===== config.mk =====
export PLATFORM = sky130hd
export DESIGN_NAME = token_scanner_flat
export DESIGN_NICKNAME = d
export VERILOG_FILES = /design/src/hdl/tokscan_pkg.sv /design/src/hdl/tokscan_if.sv /design/src/hdl/token_scanner.sv /design/src/flat_wrapper.sv
export SDC_FILE = /design/constraint.sdc
export NUM_CORES = 1
export LEC_CHECK = 0
export ABC_AREA = 1
export BUFFER_PORTS_ARGS = -buffer_cell sky130_fd_sc_hd__buf_4
export CORE_MARGIN = 4
export CORE_UTILIZATION = 47
export DETAILED_ROUTE_END_ITERATION = 8
export RECOVER_POWER = 100
export SKIP_CTS_REPAIR_TIMING = 1
export SLEW_MARGIN = 20
export SYNTH_ARGS = -nofsm -noshare
export SYNTH_HDL_FRONTEND = slang
export SYNTH_SLANG_ARGS = --single-unit

===== constraint.sdc =====
create_clock -name clk -period 3.45 [get_ports clk]
set_input_delay 0.5175 -clock clk [delete_from_list [all_inputs] [get_ports clk]]
set_output_delay 0.5175 -clock clk [all_outputs]
set_load 0.05 [all_outputs]

===== src/hdl/tokscan_pkg.sv =====
// Package for the token scanner: result record, scan modes, token class codes,
// keyword tables and character codes. No dependencies.

package tokscan_pkg;

  localparam int MaxTokenLen = 63;
  localparam int LenCap      = (MaxTokenLen < 63) ? MaxTokenLen : 63;
  localparam logic [5:0] LenCapW = 6'(LenCap);

  // Token class codes
  localparam logic [4:0] ClsId       = 5'd0;
  localparam logic [4:0] ClsIntConst = 5'd9;
  localparam logic [4:0] ClsFltConst = 5'd10;
  localparam logic [4:0] ClsAddOp    = 5'd11;
  localparam logic [4:0] ClsEqOp     = 5'd12;
  localparam logic [4:0] ClsAssign   = 5'd13;
  localparam logic [4:0] ClsAnd      = 5'd14;
  localparam logic [4:0] ClsOr       = 5'd15;
  localparam logic [4:0] ClsCompOp   = 5'd16;
  localparam logic [4:0] ClsMultOp   = 5'd17;
  localparam logic [4:0] ClsStmtEnd  = 5'd18;
  localparam logic [4:0] ClsOpen     = 5'd19;
  localparam logic [4:0] ClsClose    = 5'd20;
  localparam logic [4:0] ClsComma    = 5'd21;
  localparam logic [4:0] ClsOther    = 5'd22;
  localparam logic [4:0] ClsEnd      = 5'd23;

  // Character codes
  localparam logic [7:0] ChSpace  = 8'h20;
  localparam logic [7:0] ChTab    = 8'h09;
  localparam logic [7:0] ChNl     = 8'h0A;
  localparam logic [7:0] ChUpA    = 8'd65;
  localparam logic [7:0] ChUpZ    = 8'd90;
  localparam logic [7:0] ChLoA    = 8'd97;
  localparam logic [7:0] ChLoZ    = 8'd122;
  localparam logic [7:0] ChZero   = 8'h30;
  localparam logic [7:0] ChNine   = 8'h39;
  localparam logic [7:0] ChDot    = 8'h2E;
  localparam logic [7:0] ChColon  = 8'h3A;
  localparam logic [7:0] ChAmp    = 8'h26;
  localparam logic [7:0] ChBar    = 8'h7C;
  localparam logic [7:0] ChBang   = 8'h21;
  localparam logic [7:0] ChLt     = 8'h3C;
  localparam logic [7:0] ChGt     = 8'h3E;
  localparam logic [7:0] ChEq     = 8'h3D;
  localparam logic [7:0] ChPlus   = 8'h2B;
  localparam logic [7:0] ChMinus  = 8'h2D;
  localparam logic [7:0] ChStar   = 8'h2A;
  localparam logic [7:0] ChSlash  = 8'h2F;
  localparam logic [7:0] ChPct    = 8'h25;
  localparam logic [7:0] ChSemi   = 8'h3B;
  localparam logic [7:0] ChLParen = 8'h28;
  localparam logic [7:0] ChRParen = 8'h29;
  localparam logic [7:0] ChComma  = 8'h2C;

  // Keywords, class = index + 1
  typedef logic [0:7][7:0] kw_text_t;
  localparam kw_text_t KwText [0:7] = '{
    '{"w", "h", "i", "l", "e", 8'h00, 8'h00, 8'h00},
    '{"i", "f", 8'h00, 8'h00, 8'h00, 8'h00, 8'h00, 8'h00},
    '{"i", "n", "t", 8'h00, 8'h00, 8'h00, 8'h00, 8'h00},
    '{"e", "l", "s", "e", 8'h00, 8'h00, 8'h00, 8'h00},
    '{"f", "l", "o", "a", "t", 8'h00, 8'h00, 8'h00},
    '{"p", "r", "o", "g", "r", "a", "m", 8'h00},
    '{"b", "e", "g", "i", "n", 8'h00, 8'h00, 8'h00},
    '{"e", "n", "d", 8'h00, 8'h00, 8'h00, 8'h00, 8'h00}
  };
  localparam logic [2:0] KwLen [0:7] = '{3'd5, 3'd2, 3'd3, 3'd4, 3'd5, 3'd7, 3'd5, 3'd3};

  typedef enum logic [8:0] {
    MODE_IDLE  = 9'b000000001,
    MODE_IDENT = 9'b000000010,
    MODE_INT   = 9'b000000100,
    MODE_FLOAT = 9'b000001000,
    MODE_COLON = 9'b000010000,
    MODE_AMP   = 9'b000100000,
    MODE_BAR   = 9'b001000000,
    MODE_BANG  = 9'b010000000,
    MODE_COMP  = 9'b100000000
  } scan_mode_t;

  typedef struct packed {
    logic [4:0] token_class;
    logic [5:0] token_length;
    logic       length_overflow;
    logic       last_of_run;
  } result_t;

endpackage


===== src/hdl/tokscan_if.sv =====
// Channel interfaces for the token scanner: character requests in, token
// results out. No dependencies.

interface tokscan_char_if;
  logic       valid;
  logic       ready;
  logic [7:0] ch;
  logic       end_of_input;

  modport source (output valid, output ch, output end_of_input, input ready);
  modport sink (input valid, input ch, input end_of_input, output ready);
endinterface

interface tokscan_tok_if;
  logic       valid;
  logic       ready;
  logic [4:0] token_class;
  logic [5:0] token_length;
  logic       length_overflow;
  logic       last_of_run;

  modport source (output valid, output token_class, output token_length,
                  output length_overflow, output last_of_run, input ready);
  modport sink (input valid, input token_class, input token_length,
                input length_overflow, input last_of_run, output ready);
endinterface


===== src/hdl/token_scanner.sv =====
// Token scanner top level: per-character scan state and a four-entry result queue.
// Depends on tokscan_pkg and the channel interfaces in tokscan_if.sv.
//
//  channel  dir  payload                                         handshake
//  chars    in   ch[7:0], end_of_input                          valid/ready
//  tokens   out  token_class[4:0], token_length[5:0],           valid/ready
//                length_overflow, last_of_run
//
// One character request is taken per cycle while chars.ready is high; its results
// are in the queue the next cycle. A request gives 0, 1 or 2 results and the queue
// drains one per cycle while tokens.ready is high, so two-result runs stall chars.
// chars.ready drops when fewer than two queue slots are free.
// rst (synchronous) returns the scanner to idle between tokens and empties the queue.

module token_scanner (
  input  logic               clk,
  input  logic               rst,
  tokscan_char_if.sink       chars,
  tokscan_tok_if.source      tokens
);

  tokscan_pkg::scan_mode_t mode, mode_next;
  logic [5:0] run_length, run_length_next;
  logic [7:0] keyword_mask, keyword_mask_next;
  logic       overflow_seen, overflow_seen_next;

  tokscan_pkg::result_t queue [0:3];
  logic [1:0] wptr, rptr;
  logic [2:0] count;

  logic       accept, pop;
  logic [7:0] c;
  logic       is_sep, is_letter, is_digit;
  logic [7:0] mask_upd, mask_first;
  logic [4:0] kw_cls;
  logic       kw_hit;
  tokscan_pkg::result_t flush_res, start_res, pair_res, end_res, r0, r1;
  logic       flush_pend, start_emit, pair_hit;
  tokscan_pkg::scan_mode_t start_mode;
  logic [5:0] start_len;
  logic [1:0] n_res;

  assign c         = chars.ch;
  assign accept    = chars.valid && chars.ready;
  assign pop       = tokens.valid && tokens.ready;
  assign is_sep    = (c == tokscan_pkg::ChSpace) || (c == tokscan_pkg::ChTab) ||
                     (c == tokscan_pkg::ChNl);
  assign is_letter = ((c >= tokscan_pkg::ChUpA) && (c <= tokscan_pkg::ChUpZ)) ||
                     ((c >= tokscan_pkg::ChLoA) && (c <= tokscan_pkg::ChLoZ));
  assign is_digit  = (c >= tokscan_pkg::ChZero) && (c <= tokscan_pkg::ChNine);

  // Keyword candidate mask, one compare per keyword
  always_comb begin
    for (int k = 0; k < 8; k++) begin
      mask_upd[k] = keyword_mask[k] &&
                    (run_length < {3'b000, tokscan_pkg::KwLen[k]}) &&
                    (tokscan_pkg::KwText[k][run_length[2:0]] == c);
      mask_first[k] = (tokscan_pkg::KwText[k][0] == c);
    end
  end

  // Lowest-index keyword whose length matches wins
  always_comb begin
    kw_hit = 1'b0;
    kw_cls = tokscan_pkg::ClsId;
    for (int k = 7; k >= 0; k--) begin
      if (keyword_mask[k] && ({3'b000, tokscan_pkg::KwLen[k]} == run_length)) begin
        kw_hit = 1'b1;
        kw_cls = 5'(k + 1);
      end
    end
  end

  // Token pending in the state, as emitted on flush
  always_comb begin
    flush_pend = (mode != tokscan_pkg::MODE_IDLE);
    flush_res = '0;
    flush_res.token_length = run_length;
    flush_res.length_overflow = overflow_seen;
    unique case (mode)
      tokscan_pkg::MODE_IDENT:
        flush_res.token_class = (kw_hit && !overflow_seen) ? kw_cls : tokscan_pkg::ClsId;
      tokscan_pkg::MODE_INT:   flush_res.token_class = tokscan_pkg::ClsIntConst;
      tokscan_pkg::MODE_FLOAT: flush_res.token_class = tokscan_pkg::ClsFltConst;
      tokscan_pkg::MODE_COMP:  flush_res.token_class = tokscan_pkg::ClsCompOp;
      default:                 flush_res.token_class = tokscan_pkg::ClsOther;
    endcase
  end

  // New token started by this character
  always_comb begin
    start_mode = tokscan_pkg::MODE_IDLE;
    start_len  = 6'd1;
    start_emit = 1'b0;
    start_res  = '0;
    start_res.token_length = 6'd1;
    start_res.token_class  = tokscan_pkg::ClsOther;
    priority if (is_sep) begin
      start_len = 6'd0;
    end else if (is_letter) begin
      start_mode = tokscan_pkg::MODE_IDENT;
    end else if (is_digit) begin
      start_mode = tokscan_pkg::MODE_INT;
    end else begin
      priority case (c)
        tokscan_pkg::ChColon: start_mode = tokscan_pkg::MODE_COLON;
        tokscan_pkg::ChAmp:   start_mode = tokscan_pkg::MODE_AMP;
        tokscan_pkg::ChBar:   start_mode = tokscan_pkg::MODE_BAR;
        tokscan_pkg::ChBang:  start_mode = tokscan_pkg::MODE_BANG;
        tokscan_pkg::ChLt, tokscan_pkg::ChGt: start_mode = tokscan_pkg::MODE_COMP;
        default: begin
          start_len  = 6'd0;
          start_emit = 1'b1;
          priority case (c)
            tokscan_pkg::ChPlus, tokscan_pkg::ChMinus:
              start_res.token_class = tokscan_pkg::ClsAddOp;
            tokscan_pkg::ChEq: start_res.token_class = tokscan_pkg::ClsEqOp;
            tokscan_pkg::ChStar, tokscan_pkg::ChSlash, tokscan_pkg::ChPct:
              start_res.token_class = tokscan_pkg::ClsMultOp;
            tokscan_pkg::ChSemi:   start_res.token_class = tokscan_pkg::ClsStmtEnd;
            tokscan_pkg::ChLParen: start_res.token_class = tokscan_pkg::ClsOpen;
            tokscan_pkg::ChRParen: start_res.token_class = tokscan_pkg::ClsClose;
            tokscan_pkg::ChComma:  start_res.token_class = tokscan_pkg::ClsComma;
            default:               start_res.token_class = tokscan_pkg::ClsOther;
          endcase
        end
      endcase
    end
  end

  // Second character of a two-character operator
  always_comb begin
    pair_hit = 1'b0;
    pair_res = '0;
    pair_res.token_length = 6'd2;
    pair_res.token_class  = tokscan_pkg::ClsOther;
    priority if (mode == tokscan_pkg::MODE_COLON && c == tokscan_pkg::ChEq) begin
      pair_hit = 1'b1;
      pair_res.token_class = tokscan_pkg::ClsAssign;
    end else if (mode == tokscan_pkg::MODE_AMP && c == tokscan_pkg::ChAmp) begin
      pair_hit = 1'b1;
      pair_res.token_class = tokscan_pkg::ClsAnd;
    end else if (mode == tokscan_pkg::MODE_BAR && c == tokscan_pkg::ChBar) begin
      pair_hit = 1'b1;
      pair_res.token_class = tokscan_pkg::ClsOr;
    end else if (mode == tokscan_pkg::MODE_BANG && c == tokscan_pkg::ChEq) begin
      pair_hit = 1'b1;
      pair_res.token_class = tokscan_pkg::ClsEqOp;
    end else if (mode == tokscan_pkg::MODE_COMP && c == tokscan_pkg::ChEq) begin
      pair_hit = 1'b1;
      pair_res.token_class = tokscan_pkg::ClsCompOp;
    end
  end

  always_comb begin
    end_res = '0;
    end_res.token_class = tokscan_pkg::ClsEnd;
  end

  // Next state and results of one request
  always_comb begin
    mode_next          = mode;
    run_length_next    = run_length;
    keyword_mask_next  = keyword_mask;
    overflow_seen_next = overflow_seen;
    n_res = 2'd0;
    r0 = '0;
    r1 = '0;
    priority if (chars.end_of_input) begin
      mode_next          = tokscan_pkg::MODE_IDLE;
      run_length_next    = 6'd0;
      keyword_mask_next  = 8'hFF;
      overflow_seen_next = 1'b0;
      if (flush_pend) begin
        r0 = flush_res;
        r1 = end_res;
        n_res = 2'd2;
      end else begin
        r0 = end_res;
        n_res = 2'd1;
      end
    end else if ((mode == tokscan_pkg::MODE_IDENT && is_letter) ||
                 ((mode == tokscan_pkg::MODE_INT || mode == tokscan_pkg::MODE_FLOAT) &&
                  is_digit) ||
                 (mode == tokscan_pkg::MODE_INT && c == tokscan_pkg::ChDot)) begin
      if (mode == tokscan_pkg::MODE_IDENT) begin
        keyword_mask_next = mask_upd;
      end
      if (mode == tokscan_pkg::MODE_INT && c == tokscan_pkg::ChDot) begin
        mode_next = tokscan_pkg::MODE_FLOAT;
      end
      if (run_length >= tokscan_pkg::LenCapW) begin
        overflow_seen_next = 1'b1;
      end else begin
        run_length_next = run_length + 6'd1;
      end
    end else if (pair_hit) begin
      mode_next          = tokscan_pkg::MODE_IDLE;
      run_length_next    = 6'd0;
      keyword_mask_next  = 8'hFF;
      overflow_seen_next = 1'b0;
      r0 = pair_res;
      n_res = 2'd1;
    end else begin
      mode_next          = start_mode;
      run_length_next    = start_len;
      keyword_mask_next  = is_letter ? mask_first : 8'hFF;
      overflow_seen_next = 1'b0;
      if (flush_pend) begin
        r0 = flush_res;
        r1 = start_res;
        n_res = start_emit ? 2'd2 : 2'd1;
      end else if (start_emit) begin
        r0 = start_res;
        n_res = 2'd1;
      end
    end
    r0.last_of_run = (n_res == 2'd1);
    r1.last_of_run = 1'b1;
  end

  always_ff @(posedge clk) begin
    if (rst) begin
      mode          <= tokscan_pkg::MODE_IDLE;
      run_length    <= 6'd0;
      keyword_mask  <= 8'hFF;
      overflow_seen <= 1'b0;
    end else if (accept) begin
      mode          <= mode_next;
      run_length    <= run_length_next;
      keyword_mask  <= keyword_mask_next;
      overflow_seen <= overflow_seen_next;
    end
  end

  // Result queue
  always_ff @(posedge clk) begin
    if (accept && n_res != 2'd0) begin
      queue[wptr] <= r0;
    end
    if (accept && n_res == 2'd2) begin
      queue[wptr + 2'd1] <= r1;
    end
  end

  always_ff @(posedge clk) begin
    if (rst) begin
      wptr  <= 2'd0;
      rptr  <= 2'd0;
      count <= 3'd0;
    end else begin
      if (accept) begin
        wptr <= wptr + n_res;
      end
      if (pop) begin
        rptr <= rptr + 2'd1;
      end
      count <= count + (accept ? {1'b0, n_res} : 3'd0) - {2'b00, pop};
    end
  end

  assign chars.ready            = (count <= 3'd2);
  assign tokens.valid           = (count != 3'd0);
  assign tokens.token_class     = queue[rptr].token_class;
  assign tokens.token_length    = queue[rptr].token_length;
  assign tokens.length_overflow = queue[rptr].length_overflow;
  assign tokens.last_of_run     = queue[rptr].last_of_run;

endmodule


===== src/flat_wrapper.sv =====
// flat-port wrapper written by rule: the top's interface ports become plain ports
module token_scanner_flat 
  (clk, rst, chars_valid, chars_ch, chars_end_of_input, chars_ready, tokens_valid, tokens_token_class, tokens_token_length, tokens_length_overflow, tokens_last_of_run, tokens_ready);
  tokscan_char_if chars_i ();
  tokscan_tok_if tokens_i ();
  input  logic clk;
  input  logic rst;
  input wire logic [$bits(chars_i.valid)-1:0] chars_valid;
  input wire logic [$bits(chars_i.ch)-1:0] chars_ch;
  input wire logic [$bits(chars_i.end_of_input)-1:0] chars_end_of_input;
  output wire logic [$bits(chars_i.ready)-1:0] chars_ready;
  output wire logic [$bits(tokens_i.valid)-1:0] tokens_valid;
  output wire logic [$bits(tokens_i.token_class)-1:0] tokens_token_class;
  output wire logic [$bits(tokens_i.token_length)-1:0] tokens_token_length;
  output wire logic [$bits(tokens_i.length_overflow)-1:0] tokens_length_overflow;
  output wire logic [$bits(tokens_i.last_of_run)-1:0] tokens_last_of_run;
  input wire logic [$bits(tokens_i.ready)-1:0] tokens_ready;
  assign chars_i.valid = chars_valid;
  assign chars_i.ch = chars_ch;
  assign chars_i.end_of_input = chars_end_of_input;
  assign chars_ready = chars_i.ready;
  assign tokens_valid = tokens_i.valid;
  assign tokens_token_class = tokens_i.token_class;
  assign tokens_token_length = tokens_i.token_length;
  assign tokens_length_overflow = tokens_i.length_overflow;
  assign tokens_last_of_run = tokens_i.last_of_run;
  assign tokens_i.ready = tokens_ready;
  token_scanner u_core (.clk(clk), .rst(rst), .chars(chars_i), .tokens(tokens_i));
endmodule

# Word level (Yosys, flattened, before mapping)
# Memories as Yosys holds them, arrays and structs flattened. A register that Yosys moved wholly into a read port is not among the register bits.
# Cells that the tools add are included.
op_classes:
  n_addsub: 6
  bitwise: 1
  mux: 102
  reduce_logical: 57
  order_cmp: 14
  eq_ne: 54
op_table:
  columns: ["op", "count"]
  rows:
  - ["$mux 8", 21]
  - ["$mux 13", 11]
  - ["$eq 8x6->1 const B", 17]
  - ["$eq 8x8->1", 8]
  - ["$mux 9", 7]
  - ["$eq 7x8->1 const A", 6]
  - ["$pmux 9 s5", 1]
  - ["$mux 6", 7]
  - ["$logic_and 1x1->1", 40]
  - ["$mux 5", 8]
  - ["$mux 4", 9]
  - ["$pmux 5 s7", 1]
  - ["$mux 1", 26]
  - ["$pmux 5 s4", 1]
  - ["$eq 3x6->1 const A", 3]
  - ["$lt 6x3->1 const B", 3]
  - ["$mux 2", 9]
  - ["$eq 8x4->1 const B", 2]
  - ["$ge 8x7->1 const B", 2]
  - ["$le 8x7->1 const B", 2]
  - ["$eq 2x6->1 const A", 2]
  - ["$lt 6x2->1 const B", 2]
  - ["$eq 9x2->1 const B", 1]
  - ["$eq 9x3->1 const B", 1]
  - ["32 further kinds", 44]
word_totals:
  regBits: 31
  rom_bits: 512
  in_bits: 13
  ram_bits: 52
  n_memories: 9
  elab_cells: 250
memory_table:
  columns: ["name", "words", "width", "read_ports", "rd_clocked_by_memory_dff", "wr", "line_no", "rtl"]
  rows:
  - ["(name not given)", 8, 8, 1, 0, 0, "token_scanner.sv:57", "(tokscan_pkg::KwText[k][run_length[2:0]] == c);"]
  - ["(name not given)", 8, 8, 1, 0, 0, "token_scanner.sv:57", null]
  - ["(name not given)", 8, 8, 1, 0, 0, "token_scanner.sv:57", null]
  - ["(name not given)", 8, 8, 1, 0, 0, "token_scanner.sv:57", null]
  - ["(name not given)", 8, 8, 1, 0, 0, "token_scanner.sv:57", null]
  - ["(name not given)", 8, 8, 1, 0, 0, "token_scanner.sv:57", null]
  - ["+3 memories", null, null, null, null, null, null, null]

# Depth between registers and ports, before layout
logic_depth:
  ltp_word: 17
  mapped_depth: 21
  depth_no_buf: 20

# Worst setup path after synthesis
# Ideal clock, no wire load.
synth_timing:
  path_kind: "in2reg"
  startpoint: "input port chars_ch[1]"
  endpoint: "register u_core.count[2]"
  setup_time_ps: 120
  required_time_ps: 3330
  arrival_time_ps: 2983
  slack_ps: 347
  cell_stages: 18
  path_cell_list: "buf_4 -> inv_2 -> nand2_1 -> nor2_1 -> o21ai_1 -> nand2_1 -> nand4_1 -> nor2_1 -> ha_1 -> nand2_2 -> nand2_4 -> nand2_8 -> ha_1 -> inv_1 -> fa_1 -> xor2_1 -> o21ai_0 -> a21oi_1"
synth_between:
  elab_chain_len: 14
synth_lines:
  columns: ["element", "line_no", "rtl"]
  rows:
  - ["start: declaration", "flat_wrapper.sv:9", "input wire logic [$bits(chars_i.ch)-1:0] chars_ch;"]
  - ["branches (longest 9 deep; another with $ge 8x6->1)", null, null]
  - ["$mux 2 (*)", "token_scanner.sv:182", "end else if ((mode == tokscan_pkg::MODE_IDENT && is_letter) ||"]
  - ["$mux 2 (*)", "token_scanner.sv:169", "priority if (chars.end_of_input) begin"]
  - ["$mux 2 (*)", "token_scanner.sv:258", "count <= count + (accept ? {1'b0, n_res} : 3'd0) - {2'b00, pop};"]
  - ["$add 3x3->3 (*)", "token_scanner.sv:258", null]
  - ["$sub 3x1->3 (*)", "token_scanner.sv:258", null]
  - ["end signal: assignment", "token_scanner.sv:258", null]
  - ["end: declaration", "token_scanner.sv:29", "logic [2:0] count;"]
# Mark *: on every way between the ends.
# A chain may end at the register's enable or synchronous reset.

# Final worst setup path
layout_timing:
  startpoint: "register u_core.mode[8]"
  endpoint: "register u_core.count[2]"
layout_between:
  elab_chain_len: 13
layout_lines:
  columns: ["element", "line_no", "rtl"]
  rows:
  - ["start: declaration", "token_scanner.sv:22", "tokscan_pkg::scan_mode_t mode, mode_next;"]
  - ["start signal: assignment", "token_scanner.sv:224", "mode <= tokscan_pkg::MODE_IDLE;"]
  - ["start signal: assignment", "token_scanner.sv:229", "mode <= mode_next;"]
  - ["$eq 9x9->1", "token_scanner.sv:149", "end else if (mode == tokscan_pkg::MODE_COMP && c == tokscan_pkg::ChEq) begin"]
  - ["$logic_and 1x1->1", "token_scanner.sv:149", null]
  - ["$mux 1", "token_scanner.sv:149", null]
  - ["$mux 1", "token_scanner.sv:146", "end else if (mode == tokscan_pkg::MODE_BANG && c == tokscan_pkg::ChEq) begin"]
  - ["$mux 1", "token_scanner.sv:143", "end else if (mode == tokscan_pkg::MODE_BAR && c == tokscan_pkg::ChBar) begin"]
  - ["$mux 1", "token_scanner.sv:140", "end else if (mode == tokscan_pkg::MODE_AMP && c == tokscan_pkg::ChAmp) begin"]
  - ["$mux 1", "token_scanner.sv:137", "priority if (mode == tokscan_pkg::MODE_COLON && c == tokscan_pkg::ChEq) begin"]
  - ["$mux 2", "token_scanner.sv:197", "end else if (pair_hit) begin"]
  - ["$mux 2", "token_scanner.sv:182", null]
  - ["$mux 2 (*)", "token_scanner.sv:169", null]
  - ["$mux 2 (*)", "token_scanner.sv:258", null]
  - ["$add 3x3->3 (*)", "token_scanner.sv:258", null]
  - ["$sub 3x1->3 (*)", "token_scanner.sv:258", null]
# Every way passes the cells marked *; elsewhere a longest branch is shown, timed or not.

==> flow_summary_export.csv <==
group,metric,value,unit
route,finalWirelength,18.5,mm
placed_design,place_ws,162,ps
critical_path,worst_r2r_path_depth,15,
finish,diodes,0,
route,wl_per_cell,15.8,µm
timing,worstMarginPinSlew,876,ps
route,via_count,6404,
clock_tree,cts-root-buf,"clkbuf_16",
timing,fmax,323,MHz
route,ant_nets,0,
power_and_ir_drop,finalPower,4570,µW
critical_path,rr_endpoint,"u_core.count[2]",
yosys,avgSynthCellArea,6.54,µm²
timing,fin_crit_sh,0.897,
status,status,"complete, no violations",
critical_path,cp-start-kind,"flip-flop",
floorplanning,start_util,0.477,
yosys,synth_top_flop_cell,"dfxtp_1",
clock_tree,cts.sinks,85,
timing,fin_skew,8.39,ps
timing,setup_tns,0,ps
critical_path,cp_max_fo,11,
clock_tree,clkLatencyLatePin,350,ps
worst_hold_path,hold_depth,2,
power_and_ir_drop,p_per_area,661,nW/µm²
global_routing,overflow,0,
floorplanning,die_w,124,µm
run,cap_violations,0,
clock_tree,cts_buffer_depth,2,
placed_design,globalplace.congestion,0.976,
timing,finalSetupViolCount,0,
clock_tree,cts_tree,"yes",
critical_path,reg2reg_from,"u_core.mode[8]",
yosys,synth_area,6290,µm²
floorplanning,io_pins,28,
timing,relSlewSlack,0.412,
power_and_ir_drop,p_leak,0.00323,µW
critical_path,critPathRequiredTime,3680,ps
global_routing,grt_pass1_wl,30.5,mm
timing,rsz0062_at_grt,"no",
route,via_per_inst,5.48,
critical_path,critPathLaunch,"u_core.mode[8]",
finish,fin_area,6920,µm²
finish,final_nets,1015,
clock_tree,path_clk_slew,60,ps
yosys,synth.distinct_cells,47,
critical_path,worstSetupEndpointType,"flip-flop",
yosys,ys_seq_elements,85,
yosys,async_reset_ff_frac,0,
clock_tree,cts_buffers,9,
yosys,ys_warn_count,0,
timing,post-route-min-period,3100,ps
route,drt_pre_antenna_iters,5,
timing,slew_violations,0,
critical_path,crit_type,"reg2reg",
global_routing,grt_pass1_vias,5939,
critical_path,rrSetupSlack,350,ps
floorplanning,die-area,15300,µm²
placed_design,place_area,6700,µm²
route,drc,0,
global_routing,grt.total_usage,0.250,
global_routing,antenna_found_initial,0,
power_and_ir_drop,ir_drop,268,µV
route,drt_iter0_markers,656,
yosys,synth_edf_count,24,
finish,drive_gt1_frac,0.0967,
floorplanning,die_h,124,µm
timing,fin_ws,354,ps
placed_design,numPortBuffers,27,
yosys,syn-num-nets,989,
floorplanning,row_count,42,
clock_tree,htreeDepth,3,
worst_hold_path,hp-class,"reg2reg",
critical_path,crit_path_end,"u_core.count[2]",
yosys,synth_cells,962,
global_routing,grt_max_degree,33,
floorplanning,coreArea,13200,µm²
critical_path,crit_arrival,3330,ps
placed_design,place_hpwl,14.6,mm
yosys,yosysSeqAreaShare,0.309,
finish,syn_to_final_growth,9.97,%
timing,finalHoldViolCount,0,
cell usage after synthesis (2+ instances only):
library cell / n / area [µm²]
nand2_1: 188 / 706
nand3_1: 125 / 626
nor2_1: 123 / 462
inv_1: 95 / 357
o21ai_0: 73 / 365
dfxtp_1: 61 / 1220
a21oi_1: 43 / 215
edfxtp_1: 24 / 721
nand4_1: 22 / 138
clkbuf_1: 18 / 67.6
o21ai_1: 18 / 90.1
xor2_1: 18 / 158
o22ai_1: 16 / 100
nor3_1: 15 / 75.1
inv_2: 14 / 52.6
nand2_2: 14 / 87.6
ha_1: 13 / 163
buf_2: 8 / 40.0
nor2_2: 8 / 50.1
nand2_4: 5 / 56.3
nor4_1: 5 / 31.3
a211oi_1: 4 / 30.0
a31oi_1: 4 / 25.0
buf_4: 4 / 30.0
buf_6: 4 / 45.0
nand3_2: 4 / 40.0
nand3b_1: 4 / 30.0
clkinv_1: 3 / 11.3
nor3_2: 3 / 30.0
o211ai_1: 3 / 22.5
a2111oi_0: 2 / 17.5
nor2_4: 2 / 22.5
o2111ai_1: 2 / 17.5
o211a_1: 2 / 20.0
o221ai_1: 2 / 17.5
o31ai_1: 2 / 15.0
cells by family after synthesis:
kind of cell	synth area share
AOI/OAI and AO/OA	0.153
xor gates and xnor gates	0.0251
adders and majority gates	0.0290
buffers and inverters	0.0969
DFF	0.309
muxes	0.00159
and+or+nand+nor	0.386
state kept, by name (all words and copies together), names as in the netlist, named ones only:
| signal | cells |
|---|---|
| u_core.count | 3 |
| u_core.overflow_seen | 1 |
| u_core.wptr | 2 |
| u_core.queue | 52 |
| u_core.run_length | 6 |
| u_core.mode | 9 |
| u_core.rptr | 2 |
| u_core.keyword_mask | 8 |
through the flow:
step | hold slack [ps] | std cells | utilization
floorplan | 424 | 962 | -
finish | 458 | 1169 | 0.524
detailed placement | 443 | 1153 | 0.508
global route | 466 | 1169 | 0.524
CTS | 453 | 1169 | 0.531
global placement | 437 | 1153 | 0.508
report_power, final:
part	switching (µW)	internal, µW
clock	405	575
combinational	1610	578
sequential	134	1270
worst min-delay path by stage:
stage / start / to / slack (ps)
after global routing: rst / u_core.run_length[1] / 470
after detailed placement: u_core.queue[3][0] / u_core.queue[3][0] / 440
after floorplan: u_core.queue[1][0] / u_core.queue[1][0] / 420
after CTS: rst / u_core.run_length[1] / 450
final: u_core.queue[3][0] / u_core.queue[3][0] / 460
after global placement: u_core.queue[1][0] / u_core.queue[1][0] / 440
cells in the final DEF, fill, tap and decap left out, types with 3 or more instances in the layout:
| master | n |
|---|---|
| o22ai_1 | 16 |
| a31oi_1 | 4 |
| ha_1 | 13 |
| a211oi_1 | 4 |
| o21ai_0 | 88 |
| nor2_2 | 8 |
| xor2_1 | 18 |
| clkbuf_16 | 10 |
| clkinv_1 | 3 |
| a21oi_1 | 43 |
| nand2_4 | 4 |
| nand2_1 | 190 |
| o21ai_1 | 3 |
| inv_2 | 12 |
| nand3b_1 | 4 |
| nand3_2 | 4 |
| edfxtp_1 | 24 |
| clkbuf_1 | 19 |
| nand3_1 | 125 |
| dfxtp_1 | 61 |
| nor3_1 | 16 |
| nor4_1 | 5 |
| o211ai_1 | 3 |
| nand2_2 | 13 |
| buf_4 | 30 |
| inv_1 | 97 |
| nand4_1 | 22 |
| nor2_1 | 123 |
critical path, cell delays in order (launching register included):
cell and delay, ps:
dfxtp_1 390, inv_1 310, nand3_1 120, nor3_1 350, nand3_2 240, nand2_4 200
nand2_4 110, nand2_2 120, inv_1 80, nand3_2 100, inv_1 50, ha_1 180
fa_1 370, xor2_1 160, o21ai_0 150, a21oi_1 50
layout make-up:
type                       count  area [µm²]
fill                        1403        6270
multi-input combinational    730        3720
sequential                    85        1940
inverter                     113         427
timing repair buffer          49         298
clock buffer                  13         282
tap                          176         220
clock inverter                 3        25.0
layer usage:
metal,GRT usage,wire (µm),share of wire,vias up
li1,-,-,-,3291
met1,0.341,8670,0.47,2869
met2,0.404,8450,0.46,213
met3,0.0363,921,0.050,31
met4,0.0893,453,0.024,0
met5,0,0,0,-
(Power assumes the default switching activity.)
